`src/hdl/lsgd_pkg.sv`:
```
`timescale 1ns / 1ps

package lsgd_pkg;

    localparam int LSGD_MAX_DIM = 3;
    localparam int COMP_MAX     = 3;
    localparam int DATA_W       = 32;
    localparam int SUM_W        = 64;
    localparam int NP_W         = 2 * DATA_W + 1;
    localparam int PROD_W       = 2 * (DATA_W + 1);
    localparam int ACC_W        = DATA_W + SUM_W + 2;
    localparam int TRACE_W      = DATA_W + 2;
    localparam int CFG_IDX_W    = 1;
    localparam int CFG_DATA_W   = 2;

    localparam logic [1:0] OP_LOAD_INV   = 2'd0;
    localparam logic [1:0] OP_SET_CENTER = 2'd1;
    localparam logic [1:0] OP_NEIGHBOR   = 2'd2;

    localparam logic [CFG_IDX_W-1:0] CFG_DIM  = 1'b0;
    localparam logic [CFG_IDX_W-1:0] CFG_COMP = 1'b1;

    localparam logic [1:0] DIM_MIN   = 2'd2;
    localparam logic [1:0] COMP_MIN  = 2'd1;
    localparam logic [1:0] RST_DIM   = 2'd3;
    localparam logic [1:0] RST_COMP  = 2'd3;

    typedef struct packed {
        logic       ld_inv;
        logic       set_ctr;
        logic       nb_latch;
        logic       nb_issue;
        logic       emit_rd;
        logic       trace_clr;
        logic       mul_issue;
        logic       mul_clr;
        logic       mul_fin;
        logic       emit_out;
        logic       last_row;
        logic [1:0] row;
        logic [1:0] ax_i;
        logic [1:0] ax_j;
        logic       half;
        logic [1:0] dim;
        logic [1:0] nc;
    } t_cmd;

endpackage

```
`src/hdl/lsgd_ctrl.sv`:
```
`timescale 1ns / 1ps

module lsgd_ctrl #(
    parameter int MAX_DIM = lsgd_pkg::LSGD_MAX_DIM
) (
    input  logic                             i_clk,
    input  logic                             i_rst_n,
    input  logic                             start,
    output logic                             busy,
    input  logic [1:0]                       i_opcode,
    input  logic                             i_last,
    input  logic                             i_cfg_we,
    input  logic [lsgd_pkg::CFG_IDX_W-1:0]   i_cfg_index,
    input  logic [lsgd_pkg::CFG_DATA_W-1:0]  i_cfg_data,
    output lsgd_pkg::t_cmd                   o_cmd
);
    import lsgd_pkg::*;

    localparam logic [2:0] S_IDLE   = 3'd0;
    localparam logic [2:0] S_NB     = 3'd1;
    localparam logic [2:0] S_NB_END = 3'd2;
    localparam logic [2:0] S_E_RD   = 3'd3;
    localparam logic [2:0] S_E_MUL  = 3'd4;
    localparam logic [2:0] S_E_FL1  = 3'd5;
    localparam logic [2:0] S_E_FL2  = 3'd6;
    localparam logic [2:0] S_E_OUT  = 3'd7;

    localparam logic [1:0] DIM_CAP = 2'(MAX_DIM);

    logic [2:0] r_state, n_state;
    logic [1:0] r_d, n_d;
    logic [1:0] r_i, n_i;
    logic [1:0] r_j, n_j;
    logic       r_h, n_h;
    logic       r_last, n_last;
    logic [1:0] r_dim, r_comp;
    logic [1:0] s_dim, s_nc, s_dim_last, s_nc_last;
    logic       s_accept;

    always_ff @(posedge i_clk) begin
        if (!i_rst_n) begin
            r_dim  <= RST_DIM;
            r_comp <= RST_COMP;
        end else if (i_cfg_we) begin
            case (i_cfg_index)
                CFG_DIM:  r_dim  <= i_cfg_data;
                CFG_COMP: r_comp <= i_cfg_data;
                default: begin
                end
            endcase
        end
    end

    always_comb begin
        if (r_dim < DIM_MIN) begin
            s_dim = DIM_MIN;
        end else if (r_dim > DIM_CAP) begin
            s_dim = DIM_CAP;
        end else begin
            s_dim = r_dim;
        end
        s_nc       = (r_comp < COMP_MIN) ? COMP_MIN : r_comp;
        s_dim_last = s_dim - 2'd1;
        s_nc_last  = s_nc - 2'd1;
    end

    assign busy     = (r_state != S_IDLE);
    assign s_accept = start && !busy;

    always_comb begin
        n_state = r_state;
        n_d     = r_d;
        n_i     = r_i;
        n_j     = r_j;
        n_h     = r_h;
        n_last  = r_last;
        o_cmd   = '0;
        o_cmd.row  = r_d;
        o_cmd.ax_i = r_i;
        o_cmd.ax_j = r_j;
        o_cmd.half = r_h;
        o_cmd.dim  = s_dim;
        o_cmd.nc   = s_nc;
        case (r_state)
            S_IDLE: begin
                if (s_accept) begin
                    case (i_opcode)
                        OP_LOAD_INV:   o_cmd.ld_inv  = 1'b1;
                        OP_SET_CENTER: o_cmd.set_ctr = 1'b1;
                        OP_NEIGHBOR: begin
                            o_cmd.nb_latch = 1'b1;
                            n_d     = '0;
                            n_last  = i_last;
                            n_state = S_NB;
                        end
                        default: begin
                        end
                    endcase
                end
            end
            S_NB: begin
                o_cmd.nb_issue = 1'b1;
                if (r_d >= s_nc_last) begin
                    n_state = S_NB_END;
                end else begin
                    n_d = r_d + 2'd1;
                end
            end
            S_NB_END: begin
                n_d     = '0;
                n_state = r_last ? S_E_RD : S_IDLE;
            end
            S_E_RD: begin
                o_cmd.emit_rd   = 1'b1;
                o_cmd.trace_clr = (r_d == 2'd0);
                n_i     = '0;
                n_j     = '0;
                n_h     = 1'b0;
                n_state = S_E_MUL;
            end
            S_E_MUL: begin
                o_cmd.mul_issue = 1'b1;
                o_cmd.mul_clr   = (r_j == 2'd0) && !r_h;
                o_cmd.mul_fin   = (r_j >= s_dim_last) && r_h;
                n_h = !r_h;
                if (r_h) begin
                    if (r_j >= s_dim_last) begin
                        n_j = '0;
                        if (r_i >= s_dim_last) begin
                            n_state = S_E_FL1;
                        end else begin
                            n_i = r_i + 2'd1;
                        end
                    end else begin
                        n_j = r_j + 2'd1;
                    end
                end
            end
            S_E_FL1: n_state = S_E_FL2;
            S_E_FL2: n_state = S_E_OUT;
            S_E_OUT: begin
                o_cmd.emit_out = 1'b1;
                o_cmd.last_row = (r_d >= s_nc_last);
                if (r_d >= s_nc_last) begin
                    n_state = S_IDLE;
                end else begin
                    n_d     = r_d + 2'd1;
                    n_state = S_E_RD;
                end
            end
            default: n_state = S_IDLE;
        endcase
    end

    always_ff @(posedge i_clk) begin
        if (!i_rst_n) begin
            r_state <= S_IDLE;
            r_d     <= '0;
            r_i     <= '0;
            r_j     <= '0;
            r_h     <= 1'b0;
            r_last  <= 1'b0;
        end else begin
            r_state <= n_state;
            r_d     <= n_d;
            r_i     <= n_i;
            r_j     <= n_j;
            r_h     <= n_h;
            r_last  <= n_last;
        end
    end

    a_nb_busy: assert property (@(posedge i_clk) disable iff (!i_rst_n)
        (s_accept && i_opcode == OP_NEIGHBOR) |=> busy)
        else $error("neighbor transfer did not raise busy");

    a_out_next: assert property (@(posedge i_clk) disable iff (!i_rst_n)
        (r_state == S_E_OUT) |=> (r_state == S_IDLE || r_state == S_E_RD))
        else $error("row output not followed by next row or idle");

    a_idle_quiet: assert property (@(posedge i_clk) disable iff (!i_rst_n)
        (r_state == S_IDLE) |-> !(o_cmd.nb_issue || o_cmd.mul_issue || o_cmd.emit_out))
        else $error("datapath command issued while idle");

endmodule

```
`config.mk`:
```
export PLATFORM = sky130hd
export DESIGN_NAME = lsgd_ctrl
export DESIGN_NICKNAME = d
export VERILOG_FILES = /design/src/hdl/lsgd_pkg.sv /design/src/hdl/lsgd_ctrl.sv
export SDC_FILE = /design/constraint.sdc
export NUM_CORES = 1
export LEC_CHECK = 0
export BUFFER_PORTS_ARGS = -buffer_cell sky130_fd_sc_hd__buf_2
export CAP_MARGIN = 20
export CORE_MARGIN = 2
export CORE_UTILIZATION = 30
export CTS_BUF_LIST = sky130_fd_sc_hd__clkbuf_16
export CTS_CLUSTER_SIZE = 30
export DETAILED_ROUTE_END_ITERATION = 8
export GPL_TIMING_DRIVEN = 1
export PLACE_DENSITY = 0.61
export SYNTH_ARGS = -nofsm -noshare
export SYNTH_HDL_FRONTEND = slang
export SYNTH_SLANG_ARGS = --single-unit
```
`constraint.sdc`:
```
create_clock -name i_clk -period 1.8 [get_ports i_clk]
set_clock_uncertainty 0.1 [all_clocks]
set_input_delay 0.36 -clock i_clk [delete_from_list [all_inputs] [get_ports i_clk]]
set_output_delay 0.36 -clock i_clk [all_outputs]
set_load 0.1 [all_outputs]
```
==> flow_metrics.tcl <==
set metrics [dict create \
    run_status "finished with violations" \
    violations "setup timing" \
    drcViolationCount 0 \
    yosysSeqAreaShare_pct 27.5 \
    critPathArrivalTime_ns 1.52 \
    post-dp-hpwl_mm 2.45 \
    synth_area_leaders "dfxtp_1 (28%), ha_1 (9.2%), nand2_1 (5.2%)" \
    die_area_um2 4140 \
    final_nets 220 \
    period_minus_slack_ns 1.98 \
    ys_types 51 \
    drtIter0Drc 51 \
    vias_per_cell 5.15 \
    yosys.area.top_type_share_pct 27.5 \
    portBuffers 31 \
    ios 33 \
    finalMaxSlewViolations 0 \
    cts_root_buf "clkbuf_16" \
    required_ns 1.34 \
    numCtsBuffers 3 \
    synth_mux_area_share_pct 3.67 \
    hold_viol_final 0 \
    rsz0062_at_grt "yes" \
    clk_pin_slew_ns 0.05 \
    clock_power_share_pct 36.9 \
    netlist_instances 133 \
    ys_seq_elements 15 \
    seqPwrFrac_pct 28.9 \
    yosysWarnings 0 \
    ir_drop_uv 511 \
    power_mw 1.19 \
    top_layer_used "met4" \
    final_cell_area_um2 2200 \
    crit_type "flip-flop to output pin" \
    routed-wl-met3_um 156 \
    drt_first_pass_iters 4 \
    synth_area_per_cell_um2 8.20 \
    drive_gt1_share_pct 64.7 \
    grt_pass1_vias 1252 \
    power.static_leakage_nw 0.934 \
    postPlaceCellArea_um2 1840 \
    place_congestion 0.809 \
    switchingPower_mw 0.389 \
    powerDensity_nw_per_um2 544 \
    hold_class "primary input to flip-flop" \
    cts.path.max_buffers 2 \
    grt_start_max_net_pins 12 \
    gr-total-overflow 0 \
    synth_nets 151 \
    internal_power_mw 0.805 \
    finish.utilization_pct 64.3 \
    synthXorXnorAreaFrac_pct 0.803 \
    clkSinkCount 15 \
    finalSetupViolations 10 \
    reg2reg_slack_ns -0.05 \
    ctsHtreeMaxLevel 1 \
    synth_top_family_by_area "simple AND/OR/NAND/NOR gates" \
    fp.coreArea_um2 3420 \
    wl_mm 3.67 \
    synth_area_um2 1090 \
    cap_violations 0 \
    tritoncts "done" \
    setup_ws_ns -0.183 \
    worst-path-max-fanout 3 \
    chipWidth_um 64.3 \
    worst_skew_pair.late_latency_ns 0.25 \
    via_count 1271 \
    start_util_pct 31.9 \
    synth-simple-area-share_pct 25.7 \
    rows 21 \
    power.share.combinational_pct 34.2 \
    yosysTopAreaCell "dfxtp_1" \
    critPathLaunchType "flip-flop" \
    power_switching_share_pct 32.6 \
    drtAntennaViolNets 0 \
    cts_hold_buffers 0 \
    max_freq_mhz 504 \
    antenna_found_initial 0 \
    drt-wirelength-per-cell_um 14.9 \
    wl_met2_mm 1.96 \
    synth-adder-area-share_pct 9.17 \
    grt_pass1_wl_mm 5.78 \
    finalCritPeriodShare_pct 110 \
    grt.total_usage_pct 17.7 \
    die_y_um 64.3 \
    antenna-diode-count 0 \
    synthToLayoutAreaGrowth_pct 101 \
    cp-end-kind "output pin" \
    synth_compound_area_share_pct 20.9 \
    wl_met1_mm 1.50 \
]
-- logic make-up (layout without fill, tap and decap cells) --
group           after synthesis  after routing
other cells                   1              1
mux                           4              4
buf+inv                      22             90
flops                        15             15
fa+ha+maj                     8              8
compound gates               30             30
simple gates                 52             52
xor+xnor                      1              1
-- synthesized netlist by cell type (all sizes together) --
cell type	n
a31o	1
conb	1
inv	11
clkinv	2
mux2i	4
and4b	1
a2111oi	2
o311a	1
o2111ai	1
nand4	2
nor2	6
and3b	1
a21boi	1
o22ai	1
nand3b	1
o211ai	1
dfxtp	15
and3	1
nor2b	1
or3b	1
nor3	4
o31ai	2
nand3	9
a211oi	2
o32ai	1
a311oi	1
nor3b	1
buf	7
o21a	1
nor4b	1
a21oi	7
nand2b	6
ha	8
a2111o	1
o21ai	2
nand2	15
o221ai	1
a31oi	1
xor2	1
o221a	2
clkbuf	2
a21o	1
and2	2
-- sequential cells by signal (all words and copies together), names as in the netlist --
signal and cells:
r_comp 2, r_d 2, r_dim 2, r_h 1, r_i 2, r_j 2, r_last 1, r_state 3
-- placed cells by master, fill, tap and decap left out, types with 5 or more instances in the layout --
cell type  count
ha_4           6
buf_2         16
nand3_1        9
a21oi_1        6
buf_12        15
dfxtp_4        8
buf_6          9
inv_1          5
nand2_1       14
buf_4         33
-- power groups by stage --
| stage | sequential, mW | clock, mW | combinational (mW) |
|---|---|---|---|
| floorplan | 0.361 | 0 | 0.226 |
| global placement | 0.349 | 0 | 0.346 |
| detailed placement | 0.350 | 0 | 0.353 |
| CTS | 0.345 | 0.450 | 0.369 |
| global route | 0.346 | 0.467 | 0.431 |
| finish | 0.345 | 0.441 | 0.408 |
-- worst paths after layout --
kind / from / end / cells after the start
worst max-delay path: r_comp[1] / o_cmd[11] / 6
worst min register to register: r_j[0] / r_j[0] / 2
worst min-delay path: i_cfg_data[0] / r_dim[0] / 3
worst max register to register: r_dim[1] / r_state[1] / 7
-- metal layers --
layer	vias up	track usage, %
met5	-	0
met4	0	6.12
met3	6	3.52
met2	33	31.1
met1	613	21.4
li1	619	-
-- cell type report --
class | count | area [µm²]
multi-input cells | 96 | 918
well taps | 46 | 57.6
repair buffers | 73 | 729
flip-flops and latches | 15 | 335
inverters | 13 | 76.3
clock inverters | 1 | 3.75
clock buffers | 3 | 75.1
fillers | 272 | 1220
-- stage by stage --
stage | setup TNS, ns | setup WS (ns) | cells | hold WS (ns)
floorplan | -2.64 | -0.988 | 133 | 0.343
global placement | -0.227 | -0.0908 | 224 | 0.378
detailed placement | -0.411 | -0.100 | 224 | 0.402
CTS | -0.829 | -0.197 | 236 | 0.250
global route | -1.44 | -0.249 | 247 | 0.259
finish | -0.768 | -0.183 | 247 | 0.250
-- critical path: stages (launching register included) --
cell and delay [ns]:
dfxtp_2 0.33, nor2b_4 0.17, ha_4 0.20, nand2b_4 0.14
a21oi_4 0.19, nor3_4 0.06, buf_12 0.17
-- what timing repair did --
action	in CTS	in global routing
setup endpoints to repair	14	14
pin swaps	7	14
endpoints found under the hold margin	0	0
gates resized for setup	19	14
buffers inserted	8	11
Power figures use the tool's default switching activity.
